`src/rtl/drbe_pkg.sv`:
```
// Shared types and constants for the report-by-exception deadband filter.
// No dependencies; imported by drbe_band and deadband_report_by_exception.
package drbe_pkg;

  localparam int unsigned CHANNELS      = 16;
  localparam int unsigned SAMPLE_BITS   = 32;
  localparam int unsigned CH_BITS       = 4;
  localparam int unsigned IDX_BITS      = (CHANNELS > 1) ? $clog2(CHANNELS) : 1;
  localparam int unsigned DIFF_BITS     = SAMPLE_BITS + 1;
  localparam int unsigned BAND_BITS     = 24;
  localparam int unsigned FRAC_BITS     = 8;
  localparam int unsigned PROD_BITS     = SAMPLE_BITS + BAND_BITS;
  // percent band: 100 percent times 2^FRAC_BITS
  localparam int unsigned PCT_SCALE     = 100 * (1 << FRAC_BITS);
  localparam int unsigned PCT_BITS      = 15;
  localparam int unsigned CFG_IDX_BITS  = 3;
  localparam int unsigned CFG_DATA_BITS = 32;

  typedef enum logic [2:0] {
    MODE_CHANGE       = 3'd0,
    MODE_CHANGE_QUIET = 3'd1,
    MODE_OUT_GE       = 3'd2,
    MODE_OUT_GT       = 3'd3,
    MODE_IN_LT        = 3'd4,
    MODE_IN_LE        = 3'd5
  } mode_e;

  typedef enum logic [CFG_IDX_BITS-1:0] {
    REG_FILTER_MODE  = 3'd0,
    REG_REF_SOURCE   = 3'd1,
    REG_BAND_WIDTH   = 3'd2,
    REG_BAND_PERCENT = 3'd3,
    REG_START_VALUE  = 3'd4,
    REG_START_ENABLE = 3'd5
  } cfg_reg_e;

  typedef struct packed {
    logic                 percent;
    logic [BAND_BITS-1:0] width;
  } band_cfg_t;

  typedef struct packed {
    logic lt;
    logic gt;
  } band_cmp_t;

endpackage

```
`src/rtl/drbe_band.sv`:
```
// Deadband compare: scales distance and band, registers both sides, compares.
// Depends on drbe_pkg.
module drbe_band (
  input  logic                                clk_i,
  input  logic                                en_i,
  input  drbe_pkg::band_cfg_t                 band_cfg_i,
  input  logic [drbe_pkg::DIFF_BITS-1:0]      diff_i,
  input  logic [drbe_pkg::SAMPLE_BITS-1:0]    ref_abs_i,
  output drbe_pkg::band_cmp_t                 cmp_o
);
  import drbe_pkg::*;

  logic [DIFF_BITS+PCT_BITS-1:0] lhs_pct;
  logic [PROD_BITS-1:0]          rhs_pct;
  logic [PROD_BITS-1:0]          lhs_d, lhs_q;
  logic [PROD_BITS-1:0]          rhs_d, rhs_q;

  assign lhs_pct = diff_i * PCT_BITS'(PCT_SCALE);
  assign rhs_pct = ref_abs_i * band_cfg_i.width;

  always_comb begin
    if (band_cfg_i.percent) begin
      lhs_d = PROD_BITS'(lhs_pct);
      rhs_d = rhs_pct;
    end else begin
      lhs_d = PROD_BITS'({diff_i, {FRAC_BITS{1'b0}}});
      rhs_d = PROD_BITS'(band_cfg_i.width);
    end
  end

  always_ff @(posedge clk_i) begin
    if (en_i) begin
      lhs_q <= lhs_d;
      rhs_q <= rhs_d;
    end
  end

  assign cmp_o.lt = (lhs_q < rhs_q);
  assign cmp_o.gt = (lhs_q > rhs_q);

endmodule

```
`src/rtl/deadband_report_by_exception.sv`:
```
// Report-by-exception deadband filter, one reference per channel in a RAM.
// A passing sample crosses the stage registers and the output register. One sample
// per cycle is taken unless the output holds; in the band modes with last-passed
// reference a sample waits while an older sample of the same channel is in flight.
// Reset clears config registers and all channel valid bits; RAM contents are not
// cleared, an unset channel never reads its entry. Depends on drbe_pkg, drbe_band.
module deadband_report_by_exception (
  input  logic                                    clk_i,
  input  logic                                    rst_ni,
  input  logic                                    cfg_valid_i,
  output logic                                    cfg_ready_o,
  input  logic [drbe_pkg::CFG_IDX_BITS-1:0]       cfg_index_i,
  input  logic [drbe_pkg::CFG_DATA_BITS-1:0]      cfg_data_i,
  input  logic                                    in_valid_i,
  output logic                                    in_ready_o,
  input  logic [drbe_pkg::CH_BITS-1:0]            channel_i,
  input  logic signed [drbe_pkg::SAMPLE_BITS-1:0] sample_i,
  output logic                                    out_valid_o,
  input  logic                                    out_ready_i,
  output logic [drbe_pkg::CH_BITS-1:0]            out_channel_o,
  output logic signed [drbe_pkg::SAMPLE_BITS-1:0] out_sample_o
);
  import drbe_pkg::*;

  // configuration
  logic [2:0]                  mode_q;
  logic                        src_q;
  logic [BAND_BITS-1:0]        band_q;
  logic                        pct_q;
  logic signed [31:0]          start_q;
  logic                        start_en_q;
  logic signed [SAMPLE_BITS-1:0] start_w;

  logic mode_ok, late_mode, inside_mode;

  // channel state
  logic [CHANNELS-1:0]         valid_q;
  logic [SAMPLE_BITS-1:0]      ref_mem [CHANNELS];
  logic [SAMPLE_BITS-1:0]      rd_q;

  // input side
  logic [IDX_BITS-1:0]         in_idx;
  logic                        in_range, hazard, advance, accept, live;
  logic                        was_valid, preload;

  // stage 1
  logic                        v1_q, first1_q, pre1_q;
  logic [CH_BITS-1:0]          ch1_q;
  logic signed [SAMPLE_BITS-1:0] s1_q;
  logic signed [SAMPLE_BITS-1:0] fwd1, ref1;
  logic signed [DIFF_BITS-1:0] sx1, rx1;
  logic [DIFF_BITS-1:0]        diff1;
  logic [SAMPLE_BITS-1:0]      rabs1;

  // stage 2
  logic                        v2_q, first2_q, pre2_q, zero2_q;
  logic [CH_BITS-1:0]          ch2_q;
  logic signed [SAMPLE_BITS-1:0] s2_q;
  logic [DIFF_BITS-1:0]        diff2_q;
  logic [SAMPLE_BITS-1:0]      rabs2_q;

  // stage 3
  logic                        v3_q, first3_q, pre3_q, zero3_q;
  logic [CH_BITS-1:0]          ch3_q;
  logic signed [SAMPLE_BITS-1:0] s3_q;
  band_cmp_t                   cmp3;
  band_cfg_t                   band_cfg;
  logic                        pass3, we;
  logic [SAMPLE_BITS-1:0]      wdata;

  // last write, for the read issued at the same edge
  logic                        wv_q;
  logic [CH_BITS-1:0]          wch_q;
  logic [SAMPLE_BITS-1:0]      wdata_q;

  // output register
  logic                        out_valid_q;
  logic [CH_BITS-1:0]          out_ch_q;
  logic signed [SAMPLE_BITS-1:0] out_s_q;

  assign cfg_ready_o = 1'b1;

  always_ff @(posedge clk_i or negedge rst_ni) begin
    if (!rst_ni) begin
      mode_q     <= '0;
      src_q      <= 1'b0;
      band_q     <= '0;
      pct_q      <= 1'b0;
      start_q    <= '0;
      start_en_q <= 1'b0;
    end else if (cfg_valid_i) begin
      unique case (cfg_index_i)
        REG_FILTER_MODE:  mode_q     <= cfg_data_i[2:0];
        REG_REF_SOURCE:   src_q      <= cfg_data_i[0];
        REG_BAND_WIDTH:   band_q     <= cfg_data_i[BAND_BITS-1:0];
        REG_BAND_PERCENT: pct_q      <= cfg_data_i[0];
        REG_START_VALUE:  start_q    <= signed'(cfg_data_i);
        REG_START_ENABLE: start_en_q <= cfg_data_i[0];
        default: ;
      endcase
    end
  end

  assign start_w     = SAMPLE_BITS'(start_q);
  assign mode_ok     = (mode_q <= 3'(MODE_IN_LE));
  assign inside_mode = (mode_q == 3'(MODE_IN_LT)) || (mode_q == 3'(MODE_IN_LE));
  // reference written only on pass: a younger sample must wait for the verdict
  assign late_mode   = mode_ok && (mode_q >= 3'(MODE_OUT_GE)) && !src_q;

  assign band_cfg.percent = pct_q;
  assign band_cfg.width   = band_q;

  // input side
  assign in_idx    = channel_i[IDX_BITS-1:0];
  assign in_range  = ({1'b0, channel_i} < (CH_BITS+1)'(CHANNELS));
  assign hazard    = late_mode && ((v1_q && (ch1_q == channel_i)) ||
                                   (v2_q && (ch2_q == channel_i)) ||
                                   (v3_q && (ch3_q == channel_i)));
  assign advance   = !(out_valid_q && !out_ready_i && v3_q && pass3);
  assign in_ready_o = advance && !hazard;
  assign accept    = in_valid_i && in_ready_o;
  assign live      = accept && in_range && mode_ok;
  assign was_valid = valid_q[in_idx];
  assign preload   = !was_valid && inside_mode && start_en_q;

  always_ff @(posedge clk_i or negedge rst_ni) begin
    if (!rst_ni) begin
      valid_q <= '0;
    end else if (live) begin
      valid_q[in_idx] <= 1'b1;
    end
  end

  always_ff @(posedge clk_i) begin
    if (we) begin
      ref_mem[ch3_q[IDX_BITS-1:0]] <= wdata;
    end
    if (advance) begin
      rd_q <= ref_mem[in_idx];
    end
  end

  // stage 1: pick the reference, form distance and magnitude
  always_comb begin
    priority if (v2_q && (ch2_q == ch1_q)) begin
      fwd1 = s2_q;
    end else if (v3_q && (ch3_q == ch1_q)) begin
      fwd1 = s3_q;
    end else if (wv_q && (wch_q == ch1_q)) begin
      fwd1 = signed'(wdata_q);
    end else begin
      fwd1 = signed'(rd_q);
    end
  end

  assign ref1  = pre1_q ? start_w : fwd1;
  assign sx1   = DIFF_BITS'(s1_q);
  assign rx1   = DIFF_BITS'(ref1);
  assign diff1 = (sx1 >= rx1) ? unsigned'(sx1 - rx1) : unsigned'(rx1 - sx1);
  assign rabs1 = ref1[SAMPLE_BITS-1] ? unsigned'(-ref1) : unsigned'(ref1);

  always_ff @(posedge clk_i or negedge rst_ni) begin
    if (!rst_ni) begin
      v1_q <= 1'b0;
      v2_q <= 1'b0;
      v3_q <= 1'b0;
      wv_q <= 1'b0;
    end else if (advance) begin
      v1_q <= live;
      v2_q <= v1_q;
      v3_q <= v2_q;
      wv_q <= we;
    end
  end

  always_ff @(posedge clk_i) begin
    if (advance) begin
      ch1_q    <= channel_i;
      s1_q     <= sample_i;
      first1_q <= !was_valid && !preload;
      pre1_q   <= preload;

      ch2_q    <= ch1_q;
      s2_q     <= s1_q;
      first2_q <= first1_q;
      pre2_q   <= pre1_q;
      zero2_q  <= (diff1 == '0);
      diff2_q  <= diff1;
      rabs2_q  <= rabs1;

      ch3_q    <= ch2_q;
      s3_q     <= s2_q;
      first3_q <= first2_q;
      pre3_q   <= pre2_q;
      zero3_q  <= zero2_q;

      wch_q    <= ch3_q;
      wdata_q  <= wdata;
    end
  end

  drbe_band u_band (
    .clk_i      (clk_i),
    .en_i       (advance),
    .band_cfg_i (band_cfg),
    .diff_i     (diff2_q),
    .ref_abs_i  (rabs2_q),
    .cmp_o      (cmp3)
  );

  // stage 3: verdict and write-back
  always_comb begin
    if (first3_q) begin
      pass3 = (mode_q != 3'(MODE_CHANGE_QUIET));
    end else begin
      unique case (mode_q)
        MODE_CHANGE, MODE_CHANGE_QUIET: pass3 = !zero3_q;
        MODE_OUT_GE:                    pass3 = !cmp3.lt;
        MODE_OUT_GT:                    pass3 = cmp3.gt;
        MODE_IN_LT:                     pass3 = cmp3.lt;
        MODE_IN_LE:                     pass3 = !cmp3.gt;
        default:                        pass3 = 1'b0;
      endcase
    end
  end

  // a blocked preloaded channel still has to hold the start value
  assign we    = advance && v3_q && (first3_q || pass3 || !late_mode || pre3_q);
  assign wdata = (first3_q || pass3 || !late_mode) ? unsigned'(s3_q) : unsigned'(start_w);

  always_ff @(posedge clk_i or negedge rst_ni) begin
    if (!rst_ni) begin
      out_valid_q <= 1'b0;
    end else if (advance && v3_q && pass3) begin
      out_valid_q <= 1'b1;
    end else if (out_ready_i) begin
      out_valid_q <= 1'b0;
    end
  end

  always_ff @(posedge clk_i) begin
    if (advance && v3_q && pass3) begin
      out_ch_q <= ch3_q;
      out_s_q  <= s3_q;
    end
  end

  assign out_valid_o   = out_valid_q;
  assign out_channel_o = out_ch_q;
  assign out_sample_o  = out_s_q;

endmodule
```
`config.mk`:
```
export PLATFORM = sky130hd
export DESIGN_NAME = deadband_report_by_exception
export DESIGN_NICKNAME = d
export VERILOG_FILES = /design/src/rtl/drbe_pkg.sv /design/src/rtl/drbe_band.sv /design/src/rtl/deadband_report_by_exception.sv
export SDC_FILE = /design/constraint.sdc
export NUM_CORES = 2
export LEC_CHECK = 0
export BUFFER_PORTS_ARGS = -buffer_cell sky130_fd_sc_hd__buf_2
export CAP_MARGIN = 20
export CORE_ASPECT_RATIO = 0.75
export CORE_MARGIN = 1
export CORE_UTILIZATION = 50
export DETAILED_ROUTE_END_ITERATION = 8
export PLACE_DENSITY = 0.68
export SLEW_MARGIN = 15
export SYNTH_ARGS = -nofsm -noshare
export SYNTH_HDL_FRONTEND = slang
export SYNTH_SLANG_ARGS = --single-unit
```
`constraint.sdc`:
```
create_clock -name clk_i -period 15.15 [get_ports clk_i]
set_input_delay 1.515 -clock clk_i [delete_from_list [all_inputs] [get_ports clk_i]]
set_output_delay 1.515 -clock clk_i [all_outputs]
set_load 0.03 [all_outputs]
```
==> summary.md <==
| Metric | Value |
|---|---|
| # clock sinks | `~1000` |
| Worst Setup End Kind | `flip-flop` |
| Fin Hold WS | `around 430 ps` |
| Worst Path Arrival | `9230 ps` |
| Sequential area share after synthesis | `40.9%` |
| I/O pins | `115` |
| Area of the multi-input gates | `around 37000 µm²` |
| Routed vias | `around 46000` |
| Max Clock Freq | `~110 MHz` |
| Number of distinct library cells after synthesis | `89` |
| Outcome | `completed` |
| Initial antenna violation count | `12` |
| Final period utilization | `~58%` |
| Unrepaired setup endpoints after global routing | `false` |
| Mapped Area | `70600 µm²` |
| Layout cell share with drive strength beyond 1 | `11.9%` |
| CTS tree | `done` |
| Fillers | `between 10000 and 15000` |
| Chip width | `~440 µm` |
| GPL Wtd Cong | `~0.91` |
| Post-CTS Hold Buffers | `0` |
| Register area | `roughly 29000 µm²` |
| Cells after DPL | `around 7700` |
| Crit-path slowest cell | `edfxtp_1` |
| WL/cell | `between 20 and 25 µm` |
| Final nets | `about 7000` |
| TNS Setup | `0 ps` |
| Kind of critical path | `flip-flop to flip-flop` |
| Syn nets | `roughly 7000` |
| Tmin final | `~9000 ps` |
| DPL Wire Length | `around 140000 µm` |
| CP required | `~16000 ps` |
| Rows | `around 120` |
| CP startpoint kind | `flip-flop` |
| Core area | `140000 µm²` |
| Async S/R FF share, synth | `between 8 and 9%` |
| DR pass1 iterations | `6` |
| Max_cap viols | `0` |
| Cts repair resizes | `0` |
| Syn. warnings | `0` |
| Syn_area_per_cell | `12.1 µm²` |
| Longest Clk Path Bufs | `3` |
| Max-slew violations | `0` |
| Clk Latency, worst-skew pair | `750 ps` |
| Largest area contributor in the netlist | `edfxtp_1` |
| Most frequent cells in the layout | `inv_1 (983), edfxtp_1 (893), fa_1 (688), nand2_1 (507), and2_1 (425)` |
| CTS Root Cell | `clkbuf_16` |
| Dpl cell area | `73400 µm²` |
| Final ANT Viol Nets | `0` |
| Initial Utilization | `between 50% and 60%` |
| Critical Path Max Stage Delay | `between 1000 and 1500 ps` |
| Area Growth Syn to Fin | `8.35%` |
| CTS H-tree lvls | `3` |
| DRC Markers | `0` |
| Max_slew headroom | `about a fifth` |
| Worst-path clk slew | `70 ps` |
| Buffers on Ports | `113` |
| Largest net degree at the start of global routing | `between 100 and 150` |
| Seq cells post-synth | `about 980` |
| Main synth FF type | `edfxtp_1` |
| DRT iter0 DRCs | `roughly 4900` |
| Top post-synthesis cells by area | `edfxtp_1 (38%), fa_1 (20%), ha_1 (7.0%)` |
| Fin area | `between 70000 and 80000 µm²` |
| Worst min path class | `flip-flop to flip-flop` |
| First-pass GRT wire length | `just under 300000 µm` |
| Setup Skew | `around 100 ps` |
| Vias per cell | `approximately 5.8` |
| Routed WL | `194000 µm` |
| Number of synthesized flops with an enable pin | `between 800 and 900` |
| Final setup vio count | `0` |
| Congestion Overflow GR | `0` |
| Post-synthesis cell count | `slightly below 6000` |
| Crit path max fanout | `24` |
| Post-CTS Setup Inserts | `0` |
| Actual slew at the worst max-slew pin | `between 1000 and 1500 ps` |
| Cell Count, Final, Fillers Out | `between 7000 and 8000` |
| GRT Total Usage | `approximately 28%` |
| Fin. Hold Viols | `0` |
| Die footprint | `between 100000 and 150000 µm²` |
| Top cell by count, worst path | `fa_1` |
| Yosys top cell area share | `a little under two fifths` |
| Vias in the first global route | `46400` |
| CTS Buf Count | `92` |
| Die Ht | `approximately 330 µm` |
| Most common cell after layout, fill and taps aside | `inv_1` |
## flip-flops by register name (all words and copies together) (netlist names), 33 cells and up
| name | cells |
|---|---|
| u_band.lhs_q | 40 |
| diff2_q | 33 |
| ref_mem | 512 |
| u_band.rhs_q | 56 |
## cell type report
| class | instances | area share, % |
|---|---|---|
| clock inverter | 45 | 0.697 |
| clock buffer | 129 | 3.39 |
| antenna | 7 | 0.0229 |
| inverter | 986 | 4.84 |
| multi-input combinational | 3607 | 48.4 |
| tap | 1875 | 3.07 |
| timing repair buffer | 219 | 1.82 |
| sequential | 976 | 37.8 |
## logic make-up (layout without fill, tap and decap cells)
family | count (synthesis) | in the layout | synth area share (%)
flops | 976 | 976 | 40.9
buf+inv | 1272 | 1379 | 6.86
xor+xnor | 156 | 156 | 1.93
mux | 323 | 323 | 7.72
other cells | 1 | 8 | 0.00531
compound gates | 678 | 678 | 6.28
simple gates | 1366 | 1366 | 9.79
fa+ha+maj | 1083 | 1083 | 26.5
## worst max-delay path, delay by kind of cell (launching register included)
kind                       cells  cell delay, ps
AOI/OAI and AO/OA              8            2550
xor gates and xnor gates       1             160
adders and majority gates      8            4070
buffers and inverters          5             280
DFF                            1            1070
and+or+nand+nor                4             420
## per-layer routing
| layer | routed length, µm | part of all wire, % | track usage [%] | vias to the layer above |
|---|---|---|---|---|
| li1 | - | - | - | 19700 |
| met1 | 84800 | 44 | 41.6 | 23400 |
| met2 | 83500 | 43 | 40.1 | 2312 |
| met3 | 20700 | 11 | 6.42 | 257 |
| met4 | 5160 | 2.7 | 7.64 | 0 |
| met5 | 0 | 0 | 0 | - |
## per-stage QoR
step | setup slack [ps] | utilization (%)
after floorplan | 520 | -
after global placement | 6780 | 52.3
after detailed placement | 6520 | 52.3
after CTS | 6450 | 54.5
after global routing | 6030 | 54.5
final | 6350 | 54.6
## cells in the mapped netlist, types with 6 or more instances
master    count
inv_1       983
edfxtp_1    893
fa_1        688
nand2_1     507
and2_1      425
ha_1        395
clkbuf_1    224
a21oi_1     192
mux4_2      165
nor2_1      145
o21ai_0     140
mux2_2      117
xnor2_1     107
dfrtp_1      83
a21o_1       75
nor3_1       58
nand3_1      50
xor2_1       49
a211oi_1     45
mux2i_1      40
o21bai_1     38
nand4_1      34
nand2b_1     33
buf_1        31
o21a_1       31
a311oi_1     23
buf_2        22
a31oi_1      20
nor2b_1      20
nor4_1       18
a211o_1      13
or3_1        13
o21ai_1      12
and3_1       11
o211ai_1     11
o31ai_1      10
buf_4         7
nand4b_1      7
nor4b_1       7
or4_1         7
a221oi_1      6
or2_2         6
## final timing paths
path                             start               end  slack [ps]  cells after the start
max                        rabs2_q[12]  u_band.rhs_q[53]        6350                     26
min                             pre2_q            pre3_q         430                      0
max reg2reg                rabs2_q[12]  u_band.rhs_q[53]        6350                     26
min reg2reg                     pre2_q            pre3_q         430                      0
max in group asynchronous       rst_ni        band_q[13]       12920                      2
min in group asynchronous       rst_ni       start_q[30]         760                      1
Power is left out: the tool's default activity adds up to more than one toggle a clock period on the data nets, which glitch-free logic cannot reach.
